$ cat src/rtl/amav_pkg.sv
`timescale 1ns / 1ps
// ----------------------------------------------------------------------------
// Acceleration magnitude averaging package
// Shared widths, register indexes, reset values and interface structs.
// ----------------------------------------------------------------------------
package amav_pkg;

    // Field and datapath widths.
    localparam int AXIS_W    = 16;  // one signed Q8.8 axis sample
    localparam int CFG_W     = 15;  // configuration register width
    localparam int CFG_IDX_W = 2;   // configuration register index width
    localparam int SQ_W      = 32;  // squared magnitude, unsigned Q16.16
    localparam int MAG_W     = 16;  // magnitude, unsigned Q8.8
    localparam int RD_W      = 18;  // one window reading, signed
    localparam int SUM_W     = 24;  // running sum, signed
    localparam int ABS_W     = 23;  // magnitude of the running sum
    localparam int MEAN_W    = 17;  // average output, signed Q8.8

    // Depth of the queue between front and back.
    localparam int FIFO_DEPTH = 2;

    // Configuration register indexes.
    localparam logic [CFG_IDX_W-1:0] CFG_GRAVITY = 2'd0;
    localparam logic [CFG_IDX_W-1:0] CFG_THRESH  = 2'd1;

    // Reset values: 9.81 and 0.2 in Q8.8.
    localparam logic [CFG_W-1:0] GRAVITY_RST = 15'd2511;
    localparam logic [CFG_W-1:0] THRESH_RST  = 15'd51;

    // One squared magnitude travelling through the queue.
    typedef struct packed {
        logic            valid;
        logic [SQ_W-1:0] sq;
    } t_sq_word;

    // Configuration seen by the back end.
    typedef struct packed {
        logic [CFG_W-1:0] gravity;
        logic [CFG_W-1:0] thresh;
    } t_cfg;

endpackage

$ cat src/rtl/amav_front.sv
`timescale 1ns / 1ps
// ----------------------------------------------------------------------------
// Front end: sample intake and squared magnitude
// Accepts one three-axis word and sums the three squares with one shared
// multiplier, then hands the squared magnitude to the queue.
// ----------------------------------------------------------------------------
module amav_front (
    input  logic                              i_clk,
    input  logic                              i_rst_n,
    input  logic                              i_in_valid,
    output logic                              o_in_stall,
    input  logic signed [amav_pkg::AXIS_W-1:0] i_accel_x,
    input  logic signed [amav_pkg::AXIS_W-1:0] i_accel_y,
    input  logic signed [amav_pkg::AXIS_W-1:0] i_accel_z,
    output amav_pkg::t_sq_word                o_push,
    input  logic                              i_full
);
    import amav_pkg::*;

    // Step counter: three products, three accumulations, then the push.
    localparam logic [2:0] STEP_PUSH = 3'd4;
    localparam logic [2:0] STEP_LAST_MUL = 3'd2;

    logic                     r_busy;
    logic [2:0]               r_step;
    logic signed [AXIS_W-1:0] r_x;
    logic signed [AXIS_W-1:0] r_y;
    logic signed [AXIS_W-1:0] r_z;
    logic [SQ_W-2:0]          r_prod;
    logic [SQ_W-1:0]          r_acc;

    logic signed [AXIS_W-1:0] w_axis;
    logic signed [SQ_W-1:0]   w_square;
    logic                     w_accept;
    logic                     w_pushed;

    assign o_in_stall = r_busy;
    assign w_accept   = i_in_valid && !r_busy;

    assign o_push.valid = r_busy && (r_step == STEP_PUSH);
    assign o_push.sq    = r_acc;
    assign w_pushed     = o_push.valid && !i_full;

    // Pick the axis for the current step.
    always_comb begin
        case (r_step[1:0])
            2'd0:    w_axis = r_x;
            2'd1:    w_axis = r_y;
            default: w_axis = r_z;
        endcase
    end

    assign w_square = w_axis * w_axis;

    // Control: idle until a word arrives, busy until it is pushed.
    always_ff @(posedge i_clk) begin
        if (!i_rst_n) begin
            r_busy <= 1'b0;
            r_step <= '0;
        end else if (w_accept) begin
            r_busy <= 1'b1;
            r_step <= '0;
        end else if (w_pushed) begin
            r_busy <= 1'b0;
        end else if (r_busy && (r_step != STEP_PUSH)) begin
            r_step <= r_step + 3'd1;
        end
    end

    // Datapath: square one axis per cycle, add the previous square.
    always_ff @(posedge i_clk) begin
        if (w_accept) begin
            r_x   <= i_accel_x;
            r_y   <= i_accel_y;
            r_z   <= i_accel_z;
            r_acc <= '0;
        end else if (r_busy) begin
            if (r_step <= STEP_LAST_MUL) begin
                r_prod <= w_square[SQ_W-2:0];
            end
            if ((r_step != 3'd0) && (r_step != STEP_PUSH)) begin
                r_acc <= r_acc + SQ_W'(r_prod);
            end
        end
    end

endmodule

$ cat src/rtl/amav_fifo.sv
`timescale 1ns / 1ps
// ----------------------------------------------------------------------------
// Squared magnitude queue
// A short first-in first-out buffer that decouples front and back end.
// ----------------------------------------------------------------------------
module amav_fifo (
    input  logic               i_clk,
    input  logic               i_rst_n,
    input  amav_pkg::t_sq_word i_push,
    output logic               o_full,
    output amav_pkg::t_sq_word o_head,
    input  logic               i_pop
);
    import amav_pkg::*;

    localparam int PTR_W = (FIFO_DEPTH > 1) ? $clog2(FIFO_DEPTH) : 1;
    localparam int CNT_W = $clog2(FIFO_DEPTH + 1);

    logic [SQ_W-1:0]  r_mem [FIFO_DEPTH];
    logic [PTR_W-1:0] r_wr_ptr;
    logic [PTR_W-1:0] r_rd_ptr;
    logic [CNT_W-1:0] r_count;

    logic w_wr;
    logic w_rd;

    assign o_full       = (r_count == CNT_W'(FIFO_DEPTH));
    assign o_head.valid = (r_count != '0);
    assign o_head.sq    = r_mem[r_rd_ptr];

    assign w_wr = i_push.valid && !o_full;
    assign w_rd = i_pop && o_head.valid;

    // Pointers and fill count.
    always_ff @(posedge i_clk) begin
        if (!i_rst_n) begin
            r_wr_ptr <= '0;
            r_rd_ptr <= '0;
            r_count  <= '0;
        end else begin
            if (w_wr) begin
                r_wr_ptr <= (r_wr_ptr == PTR_W'(FIFO_DEPTH - 1)) ? '0 : r_wr_ptr + 1'b1;
            end
            if (w_rd) begin
                r_rd_ptr <= (r_rd_ptr == PTR_W'(FIFO_DEPTH - 1)) ? '0 : r_rd_ptr + 1'b1;
            end
            if (w_wr && !w_rd) begin
                r_count <= r_count + 1'b1;
            end else if (w_rd && !w_wr) begin
                r_count <= r_count - 1'b1;
            end
        end
    end

    // Storage.
    always_ff @(posedge i_clk) begin
        if (w_wr) begin
            r_mem[r_wr_ptr] <= i_push.sq;
        end
    end

endmodule

$ cat src/rtl/amav_back.sv
`timescale 1ns / 1ps
// ----------------------------------------------------------------------------
// Back end: square root, moving window and average
// Takes squared magnitudes from the queue, finds the integer square root
// one result bit per cycle, updates the ring window and running sum, and
// divides by the window length through a reciprocal multiply.
// ----------------------------------------------------------------------------
module amav_back #(
    parameter int WINDOW_LEN = 30
) (
    input  logic                                i_clk,
    input  logic                                i_rst_n,
    input  amav_pkg::t_sq_word                  i_head,
    output logic                                o_pop,
    input  amav_pkg::t_cfg                      i_cfg,
    output logic                                o_out_valid,
    input  logic                                i_out_stall,
    output logic signed [amav_pkg::MEAN_W-1:0]  o_mean_accel,
    output logic                                o_apogee
);
    import amav_pkg::*;

    localparam int POS_W     = (WINDOW_LEN > 1) ? $clog2(WINDOW_LEN) : 1;
    localparam int DIV_SHIFT = SUM_W;
    localparam int PROD_W    = ABS_W + SUM_W;
    // Reciprocal of the window length, rounded down; corrected afterwards.
    localparam logic [SUM_W-1:0] RECIP = SUM_W'((64'd1 << DIV_SHIFT) / WINDOW_LEN);
    localparam logic [ABS_W-1:0] WLEN_C = ABS_W'(WINDOW_LEN);

    // Sequencer states.
    localparam logic [2:0] ST_IDLE = 3'd0;
    localparam logic [2:0] ST_SQRT = 3'd1;
    localparam logic [2:0] ST_UPD  = 3'd2;
    localparam logic [2:0] ST_ABS  = 3'd3;
    localparam logic [2:0] ST_MUL  = 3'd4;
    localparam logic [2:0] ST_FIX  = 3'd5;
    localparam logic [2:0] ST_OUT  = 3'd6;

    localparam logic [3:0] SQRT_LAST = 4'd15;

    logic [2:0]              r_state;
    logic [3:0]              r_iter;
    logic [SQ_W-1:0]         r_rem;
    logic [SQ_W-1:0]         r_root;
    logic [SQ_W-1:0]         r_bit;
    logic [POS_W-1:0]        r_pos;
    logic [WINDOW_LEN-1:0]   r_vld;
    logic signed [RD_W-1:0]  r_win [WINDOW_LEN];
    logic signed [RD_W-1:0]  r_rd_data;
    logic signed [SUM_W-1:0] r_sum;
    logic                    r_neg;
    logic [ABS_W-1:0]        r_abs;
    logic [ABS_W-1:0]        r_q;
    logic                    r_out_valid;
    logic [MEAN_W-1:0]       r_mean;
    logic                    r_apogee;

    logic [SQ_W-1:0]         w_trial;
    logic signed [RD_W-1:0]  w_reading;
    logic signed [RD_W-1:0]  w_old;
    logic signed [SUM_W-1:0] n_sum;
    logic [SUM_W-1:0]        w_neg_sum;
    logic [PROD_W-1:0]       w_prod;
    logic [ABS_W-1:0]        w_back;
    logic [ABS_W-1:0]        w_rest;
    logic [ABS_W-1:0]        n_q;
    logic [MEAN_W-1:0]       w_q_lo;
    logic                    w_out_free;
    logic                    n_out_valid;

    assign o_pop        = (r_state == ST_IDLE) && i_head.valid;
    assign o_out_valid  = r_out_valid;
    assign o_mean_accel = r_mean;
    assign o_apogee     = r_apogee;
    assign w_out_free   = !r_out_valid || !i_out_stall;

    // The output word is loaded in the output step and held while stalled.
    assign n_out_valid  = ((r_state == ST_OUT) && w_out_free) ||
                          (r_out_valid && i_out_stall);

    // Square root step: try the current bit pair against the remainder.
    assign w_trial = r_root + r_bit;

    // Window update: new reading, the reading it replaces, new sum.
    assign w_reading = $signed({2'b00, r_root[MAG_W-1:0]}) - $signed({3'b000, i_cfg.gravity});
    assign w_old     = r_vld[r_pos] ? r_rd_data : '0;
    assign n_sum     = r_sum - SUM_W'(w_old) + SUM_W'(w_reading);
    assign w_neg_sum = SUM_W'(0) - r_sum;

    // Division: the reciprocal quotient is exact or one short.
    assign w_prod = PROD_W'(r_abs) * PROD_W'(RECIP);
    assign w_back = r_q * WLEN_C;
    assign w_rest = r_abs - w_back;
    assign n_q    = (w_rest >= WLEN_C) ? r_q + 1'b1 : r_q;
    assign w_q_lo = r_q[MEAN_W-1:0];

    // Sequencer and datapath registers.
    always_ff @(posedge i_clk) begin
        if (!i_rst_n) begin
            r_state     <= ST_IDLE;
            r_iter      <= '0;
            r_pos       <= '0;
            r_vld       <= '0;
            r_sum       <= '0;
            r_out_valid <= 1'b0;
        end else begin
            r_out_valid <= n_out_valid;
            case (r_state)
                ST_IDLE: begin
                    if (i_head.valid) begin
                        r_rem   <= i_head.sq;
                        r_root  <= '0;
                        r_bit   <= SQ_W'(1) << (SQ_W - 2);
                        r_iter  <= '0;
                        r_state <= ST_SQRT;
                    end
                end
                ST_SQRT: begin
                    if (r_rem >= w_trial) begin
                        r_rem  <= r_rem - w_trial;
                        r_root <= (r_root >> 1) + r_bit;
                    end else begin
                        r_root <= r_root >> 1;
                    end
                    r_bit  <= r_bit >> 2;
                    r_iter <= r_iter + 4'd1;
                    if (r_iter == SQRT_LAST) begin
                        r_state <= ST_UPD;
                    end
                end
                ST_UPD: begin
                    r_sum        <= n_sum;
                    r_vld[r_pos] <= 1'b1;
                    r_pos        <= (r_pos == POS_W'(WINDOW_LEN - 1)) ? '0 : r_pos + 1'b1;
                    r_state      <= ST_ABS;
                end
                ST_ABS: begin
                    r_neg   <= r_sum[SUM_W-1];
                    r_abs   <= r_sum[SUM_W-1] ? w_neg_sum[ABS_W-1:0] : r_sum[ABS_W-1:0];
                    r_state <= ST_MUL;
                end
                ST_MUL: begin
                    r_q     <= w_prod[PROD_W-1:DIV_SHIFT];
                    r_state <= ST_FIX;
                end
                ST_FIX: begin
                    r_q     <= n_q;
                    r_state <= ST_OUT;
                end
                ST_OUT: begin
                    if (w_out_free) begin
                        r_mean      <= r_neg ? MEAN_W'(0) - w_q_lo : w_q_lo;
                        r_apogee    <= (r_q < ABS_W'(i_cfg.thresh));
                        r_state     <= ST_IDLE;
                    end
                end
                default: begin
                    r_state <= ST_IDLE;
                end
            endcase
        end
    end

    // Window memory with registered read at the write position.
    always_ff @(posedge i_clk) begin
        r_rd_data <= r_win[r_pos];
        if (r_state == ST_UPD) begin
            r_win[r_pos] <= w_reading;
        end
    end

endmodule

$ cat src/rtl/accel_magnitude_moving_average_apogee_top.sv
`timescale 1ns / 1ps
// ----------------------------------------------------------------------------
// Acceleration magnitude moving average with apogee flag
// Magnitude of a three-axis sample less gravity, averaged over a window.
// ----------------------------------------------------------------------------
// Usage:
// The input channel carries one word of three signed Q8.8 axis samples with
// i_in_valid / o_in_stall; the output channel carries one word per input,
// the signed Q8.8 window average and the apogee flag, with o_out_valid /
// i_out_stall. Gravity offset (index 0) and zero threshold (index 1) are
// written through i_cfg_we; the user must write them only while no word is
// in flight, as the block does not enforce this. The front end sums the
// three squares with one multiplier and pushes the sum before it takes the
// next word. The back end pops a word, then runs the bit-serial square
// root, window update, absolute value, reciprocal multiply, quotient
// correction and output; the back end sets the sustained rate.
// A two-entry queue between the ends lets new words enter while the back
// end works or a result waits. When the receiver stalls, the result is
// held and the back end waits in its output step; the queue then fills
// and o_in_stall rises. Reset clears the window (per-entry valid bits),
// the running sum, the queue and the output, and restores default
// registers.
// ----------------------------------------------------------------------------
module accel_magnitude_moving_average_apogee_top #(
    parameter int WINDOW_LEN = 30
) (
    input  logic                                 i_clk,
    input  logic                                 i_rst_n,
    input  logic                                 i_in_valid,
    output logic                                 o_in_stall,
    input  logic signed [amav_pkg::AXIS_W-1:0]   i_accel_x,
    input  logic signed [amav_pkg::AXIS_W-1:0]   i_accel_y,
    input  logic signed [amav_pkg::AXIS_W-1:0]   i_accel_z,
    output logic                                 o_out_valid,
    input  logic                                 i_out_stall,
    output logic signed [amav_pkg::MEAN_W-1:0]   o_mean_accel,
    output logic                                 o_apogee,
    input  logic                                 i_cfg_we,
    input  logic [amav_pkg::CFG_IDX_W-1:0]       i_cfg_index,
    input  logic [amav_pkg::CFG_W-1:0]           i_cfg_wdata
);
    import amav_pkg::*;

    logic [CFG_W-1:0] r_gravity;
    logic [CFG_W-1:0] r_thresh;
    t_cfg             w_cfg;
    t_sq_word         w_push;
    t_sq_word         w_head;
    logic             w_full;
    logic             w_pop;

    // Configuration registers; writes to unknown indexes are dropped.
    always_ff @(posedge i_clk) begin
        if (!i_rst_n) begin
            r_gravity <= GRAVITY_RST;
            r_thresh  <= THRESH_RST;
        end else if (i_cfg_we) begin
            if (i_cfg_index == CFG_GRAVITY) begin
                r_gravity <= i_cfg_wdata;
            end else if (i_cfg_index == CFG_THRESH) begin
                r_thresh <= i_cfg_wdata;
            end
        end
    end

    assign w_cfg.gravity = r_gravity;
    assign w_cfg.thresh  = r_thresh;

    amav_front u_front (
        .i_clk      (i_clk),
        .i_rst_n    (i_rst_n),
        .i_in_valid (i_in_valid),
        .o_in_stall (o_in_stall),
        .i_accel_x  (i_accel_x),
        .i_accel_y  (i_accel_y),
        .i_accel_z  (i_accel_z),
        .o_push     (w_push),
        .i_full     (w_full)
    );

    amav_fifo u_fifo (
        .i_clk   (i_clk),
        .i_rst_n (i_rst_n),
        .i_push  (w_push),
        .o_full  (w_full),
        .o_head  (w_head),
        .i_pop   (w_pop)
    );

    amav_back #(
        .WINDOW_LEN (WINDOW_LEN)
    ) u_back (
        .i_clk        (i_clk),
        .i_rst_n      (i_rst_n),
        .i_head       (w_head),
        .o_pop        (w_pop),
        .i_cfg        (w_cfg),
        .o_out_valid  (o_out_valid),
        .i_out_stall  (i_out_stall),
        .o_mean_accel (o_mean_accel),
        .o_apogee     (o_apogee)
    );

endmodule

$ cat config.mk
export PLATFORM = sky130hd
export DESIGN_NAME = accel_magnitude_moving_average_apogee_top
export DESIGN_NICKNAME = d
export VERILOG_FILES = /design/src/rtl/amav_pkg.sv /design/src/rtl/amav_front.sv /design/src/rtl/amav_fifo.sv /design/src/rtl/amav_back.sv /design/src/rtl/accel_magnitude_moving_average_apogee_top.sv
export SDC_FILE = /design/constraint.sdc
export NUM_CORES = 2
export LEC_CHECK = 0
export ABC_CLOCK_PERIOD_IN_PS = 9200
export BUFFER_PORTS_ARGS = -buffer_cell sky130_fd_sc_hd__buf_2
export CAP_MARGIN = 40
export CORE_MARGIN = 4
export CORE_UTILIZATION = 35
export CTS_BUF_LIST = sky130_fd_sc_hd__clkbuf_4 sky130_fd_sc_hd__clkbuf_8 sky130_fd_sc_hd__clkbuf_16
export DETAILED_ROUTE_END_ITERATION = 16
export PLACE_DENSITY = 0.53
export SYNTH_ARGS = -nofsm -noshare
export SYNTH_HDL_FRONTEND = slang
export SYNTH_HIERARCHICAL = 1
export SYNTH_SLANG_ARGS = --single-unit
$ cat constraint.sdc
create_clock -name i_clk -period 9.2 [get_ports i_clk]
set_input_delay 0.92 -clock i_clk [delete_from_list [all_inputs] [get_ports i_clk]]
set_output_delay 0.92 -clock i_clk [all_outputs]
set_load 0.01 [all_outputs]
* Word level (Yosys, flattened, before mapping) *
Memory sizes are Yosys's and may differ from the RTL's. A register that Yosys moved wholly into a read port is not among the register bits.
Cells that the tools add are included.

cells by class
  add/sub/neg operators = 18
  multiply operators = 3
  reduce and logical (&&, ||, !) cells = 42
  equal/unequal tests = 18
  muxes and demuxes = 37
  shifts and indexed selects = 0
  order comparisons = 6
  bitwise operators = 5
  div/mod/pow operators = 0

operators with widths
  cell                                                  count
  case mux 32 bit (2 select lines)                      3
  two-way mux 32 bit                                    5
  two-way mux 23 bit                                    2
  case mux 23 bit (2 select lines)                      1
  multiplier 23 x 17 -> 40 bit, second input constant   1
  adder 31 x 32 -> 32 bit                               1
  adder 32 x 31 -> 32 bit                               1
  adder 32 bit                                          1
  >= comparator 32 bit                                  1
  case mux 16 bit (2 select lines)                      1
  subtractor 32 bit                                     1
  multiplier 16 x 16 -> 31 bit                          1
  bitwise OR 30 bit                                     1
  adder 24 x 17 -> 24 bit                               1
  subtractor 24 x 18 -> 24 bit                          1
  adder 23 x 1 -> 23 bit, second input constant         1
  >= comparator 23 x 5 -> 1 bit, second input constant  1
  less-than comparator 23 x 15 -> 1 bit                 1
  multiplier 23 x 4 -> 22 bit, second input constant    1
  subtractor 1 x 23 -> 23 bit, first input constant     1
  subtractor 23 bit                                     1
  case mux 3 bit (7 select lines)                       1
  two-way mux 18 bit                                    1
  AND reduction 3 bit                                   6
  40 further kinds                                      93

storage, ports and cells
  output and inout bits = 20
  RAM bits = 604
  bits in registers = 377
  logic and storage cells = 157
  ROM bits = 0
  input bits = 70
  latch bits = 0
  memories kept = 2

memories
  name          depth  width  read ports  clocked after Yosys merged registers in  wr ports  line             RTL
  u_back.r_win  30     18     1           1                                        1         amav_back.sv:48  logic signed [RD_W-1:0] r_win [WINDOW_LEN];
  u_fifo.r_mem  2      32     1           1                                        1         amav_fifo.sv:19  logic [SQ_W-1:0] r_mem [FIFO_DEPTH];

* Longest topological paths before layout *
  depth after elaboration = 7
  mapped depth = 30
  mapped depth without buffers = 28

* Modules after synthesis *
Netlist, hierarchy kept.

modules (own cells, without submodules)
  module                                     instances  cells an instance  seq. area each (um^2)  area an instance (um^2)
  amav_back                                  1          3224               21350.5                41096.9
  amav_front                                 1          1482               3062.9                 14168.6
  amav_fifo                                  1          125                2021.9                 2538.7
  accel_magnitude_moving_average_apogee_top  1          127                600.6                  1243.7

* Least setup slack after synthesis *
No wires, ideal clock.

  kind = register -> register
  start = register u_front.r_step[1]
  end = register u_front.r_prod[28], data pin
  buffers on the path = 3
  arrival time = 6804 ps
  data required time = 8941 ps
  setup slack = 2137 ps
  library setup time = 259 ps
  stages on the path, launching flop included = 28
  cells stage by stage = dfxtp_1 > inv_1 > ha_1 > buf_2 > buf_1 > a22o_1 > a21oi_1 > inv_1 > clkbuf_1 > nand2_1 > inv_1 > fa_1 > inv_1 > fa_1 > fa_1 > fa_1 > inv_1 > fa_1 > fa_1 > ha_1 > a21oi_1 > o211ai_1 > nand2_1 > and3_1 > o21ai_2 > o31ai_1 > a21oi_1 > o31a_1

between the ends
  cells in the longest elaborated chain, start to end = 3

RTL lines
  element                                                           line              RTL
  start: declaration                                                amav_front.sv:25  logic [2:0] r_step;
  start signal: assignment                                          amav_front.sv:66  r_step <= r_step + 3'd1;
  == test 2 x 1 -> 1 bit / zero test 2 bit (equally long branches)  amav_front.sv:46  case (r_step[1:0])
  case mux 16 bit (2 select lines) *                                amav_front.sv:46
  multiplier 16 x 16 -> 31 bit *                                    amav_front.sv:53  assign w_square = w_axis * w_axis;
  named net u_front.w_square[28]                                    amav_front.sv:33  logic signed [SQ_W-1:0] w_square;
  end signal: assignment                                            amav_front.sv:79  r_prod <= w_square[SQ_W-2:0];
  end: declaration                                                  amav_front.sv:29  logic [SQ_W-2:0] r_prod;

Mark *: on every way through the listed nets, which the timed path passes. The rest lies on a longest branch.
A chain may end at the register's enable or synchronous reset.

* Worst setup path in the final report *
Same ends and word-level chain as after synthesis.

==> flow_summary.toml <==
[detailed_routing]
finalWirelength_um = 146000
vias = 37300
drtIter0Drc = 2602
viasPerCell = 5.05
drt_pass1_iterations = 5
wl_per_cell_um = 19.7
route.detailed.drc = 0
ant_nets = 0

[setup_path]
crit_slowest_cell = "a21oi_1"
critPathMaxFanout = 17
max_stage_delay_ps = 690
rr_endpoint = "u_front/r_prod[28]$_DFFE_PP_"
ff2ff_path_depth = 24
startpoint = "u_front/r_step[1]$_SDFFE_PP0P_"
cp_cell_sequence = "inv_1 > ha_1 > nor2_2 > a21oi_1 > inv_1 > nand2_1 > inv_1 > fa_1 > inv_1 > fa_1 > fa_1 > fa_1 > inv_1 > fa_1 > fa_1 > ha_1 > a21oi_1 > o211ai_1 > nand2_1 > and3_1 > o21ai_2 > o31ai_1 > a21oi_1 > o31a_1"
r2r_slack_ps = 910
end_kind = "flip-flop"
crit_required_ps = 9690
reg2reg_from = "u_front/r_step[1]$_SDFFE_PP0P_"
cpMostUsedCell = "fa_1"
cp.arrival_ps = 8780
cp-start-kind = "flip-flop"
crit_type = "flip-flop to flip-flop"
crit_end = "u_front/r_prod[28]$_DFFE_PP_"

[logic_synthesis]
ys_ff_latch = 952
synthDistinctLibCells = 93
syn_nets = 5789
synth_area_sq_um = 59000
synth_area_leaders = "edfxtp_1 41%, fa_1 11%, ha_1 9.3%, dfxtp_1 5.3%, mux4_2 4.7%"
ys_seq_area_share_pct = 45.8
yosysTopAreaCell = "edfxtp_1"
yosysWarnings = 6
synth-edff-count = 797
synth.cells.most_frequent = "797 x edfxtp_1, 614 x inv_1, 438 x ha_1"
synth_flop_cell = "edfxtp_1"
yosysMostFrequentCell = "edfxtp_1"
avgSynthCellArea_sq_um = 11.9
async_flop_share_pct = 0
netlist.area_leader.share_pct = 40.5
syn_inst = 4958

[global_routing]
antenna_found_initial = 2
grt_max_degree = 90
grt_pass1_wl_um = 229000
track_usage_pct = 16.8
grt-ovfl-total = 0
first_global_vias = 38800

[timing]
max_slew.worst_pin.slew_ps = 893
hold_viol = 0
tns_ps = 0
fmax_mhz = 121
slew_violations = 0
timing.final.crit_share_pct = 90.1
skew_ps = 87.6
finalSetupViolCount = 0
relSlewSlack_pct = 40.4
fin_crit_ps = 8290
rsz0062_at_grt = "false"

[floorplan]
dieWidth_um = 419
io_pins = 90
initial_core_util_pct = 35.3
core_area_sq_um = 167000
fp.dieH_um = 419
num_rows = 150
die-area_sq_um = 175000

[finish]
area_growth_pct = 12.6
drive_gt1_share_pct = 11.9
fin_nets = 5922

[clock_network]
cts_max_path_buffers = 3
htreeDepth = 3
clkLatencyLatePin_ps = 760
postCtsResizedCells = 0
cts_buffers = 104
ctsRootBufferMaster = "clkbuf_16"
cts.sinks = 952
cts.clk_slew.worst_paths_ps = 60
hold_buffers = 0
cts_setup_buffers = 0
cts_tree = "yes"

[placement]
dpl.hpwl_um = 105000
gp_congestion = 0.849
io_buffers = 89

[min_path]
hold_path.class = "input port to flip-flop"
hold_start = "i_accel_x[1]"

[run_status]
status = "finished, final reports clean"

[run]
maxCapViolCount = 0
routing by layer:
metal	up-vias	GRT usage (%)	wire (um)	share of wire, %
met3	207	2.23	6190	4.2
met5	-	0	0	0
li1	17900	-	-	-
met1	18500	23.2	67300	46
met4	0	4.37	3730	2.6
met2	732	27.8	68500	47
through the flow:
step                      hold slack [ps]  instance area [sq um]  cells  util (%)  setup WS, ps
after floorplan                       406                  59000   4958         -          2140
after global placement                444                  62400   7164      37.3          1050
after detailed placement              450                  62900   7189      37.6           787
after CTS                             310                  66500   7386      39.7           801
after global routing                  327                  66500   7387      39.7           198
final                                 389                  66500   7388      39.7           909
state kept, by name, summed over array words and instances, names as in the netlist, 2 cells and up, named ones only:
register / cells
u_fifo/r_count: 2
u_fifo/r_mem: 64
r_thresh: 15
u_back/r_rem: 32
u_back/o_mean_accel: 17
u_back/r_rd_data: 17
r_gravity: 15
u_back/r_vld: 30
u_front/r_x: 16
u_back/r_state: 3
u_front/r_prod: 30
u_back/r_bit: 16
u_front/r_z: 16
u_front/r_y: 16
u_back/r_win: 510
u_front/r_step: 3
u_back/r_root: 32
u_back/r_abs: 23
u_back/r_pos: 5
u_back/r_sum: 24
u_back/r_q: 23
u_front/r_acc: 32
u_back/r_iter: 4
cells by family (layout without fill, tap and decap cells):
kind of cell | count (synthesis) | in the layout | synth area share, %
buf+inv | 774 | 998 | 5.02
simple gates | 1088 | 1088 | 8.62
other cells | 0 | 2 | 0
mux | 215 | 215 | 6.35
flops | 952 | 952 | 45.8
fa+ha+maj | 761 | 761 | 20.2
compound gates | 891 | 891 | 9.88
xor+xnor | 277 | 277 | 4.11
cells in the final DEF, fill, tap and decap left out, drive strengths merged, types with 9 or more instances in the layout:
cell / instances
fa: 323
o22ai: 9
nand3b: 9
a21oi: 233
edfxtp: 797
or2: 9
o21bai: 23
mux2: 36
buf: 178
o21ai: 194
nand2b: 41
nor2: 308
dfxtp: 155
nand2: 369
o31ai: 21
a21o: 82
ha: 438
or3: 21
and2: 50
clkinv: 43
a21boi: 16
a22o: 18
and3: 26
o21a: 49
a31oi: 45
o211ai: 23
clkbuf: 140
nand3: 62
inv: 622
a31o: 12
nor3: 48
a211oi: 27
nor2b: 59
xor2: 98
mux2i: 55
mux4: 124
xnor2: 179
nand4: 49
a211o: 14
a22oi: 54
area by class of cell:
cell class / count / area (sq um)
fill: 16000 / 101000
multi-input combinational: 3232 / 29300
sequential: 952 / 27000
clock buffer: 140 / 2950
tap: 2204 / 2760
inverter: 623 / 2340
timing repair buffer: 178 / 1440
clock inverter: 57 / 677
antenna: 2 / 5.00
critical path: cells and delay by family, from the launching register on:
family,cells,cell delay (ps)
adders and majority gates,8,3960
AOI/OAI and AO/OA,7,2120
and+or+nand+nor,4,890
buffers and inverters,5,760
DFF,1,330
how the worst min path moves through the flow:
stage | endpoint | slack, ps | cells after the start
3_3_place_gp | u_back/r_vld[0]$_SDFFE_PN0P_ | 440 | 1
5_1_grt | u_front/r_y[2]$_DFFE_PP_ | 330 | 1
2_1_floorplan | u_back/r_neg$_DFFE_PP_ | 410 | 0
4_1_cts | u_front/r_x[1]$_DFFE_PP_ | 310 | 1
6_report | u_front/r_x[1]$_DFFE_PP_ | 390 | 1
3_5_place_dp | u_back/r_vld[14]$_SDFFE_PN0P_ | 450 | 1
Power is not shown: default switching activity piles up to over one toggle a cycle in this logic, so the estimate is an artifact.
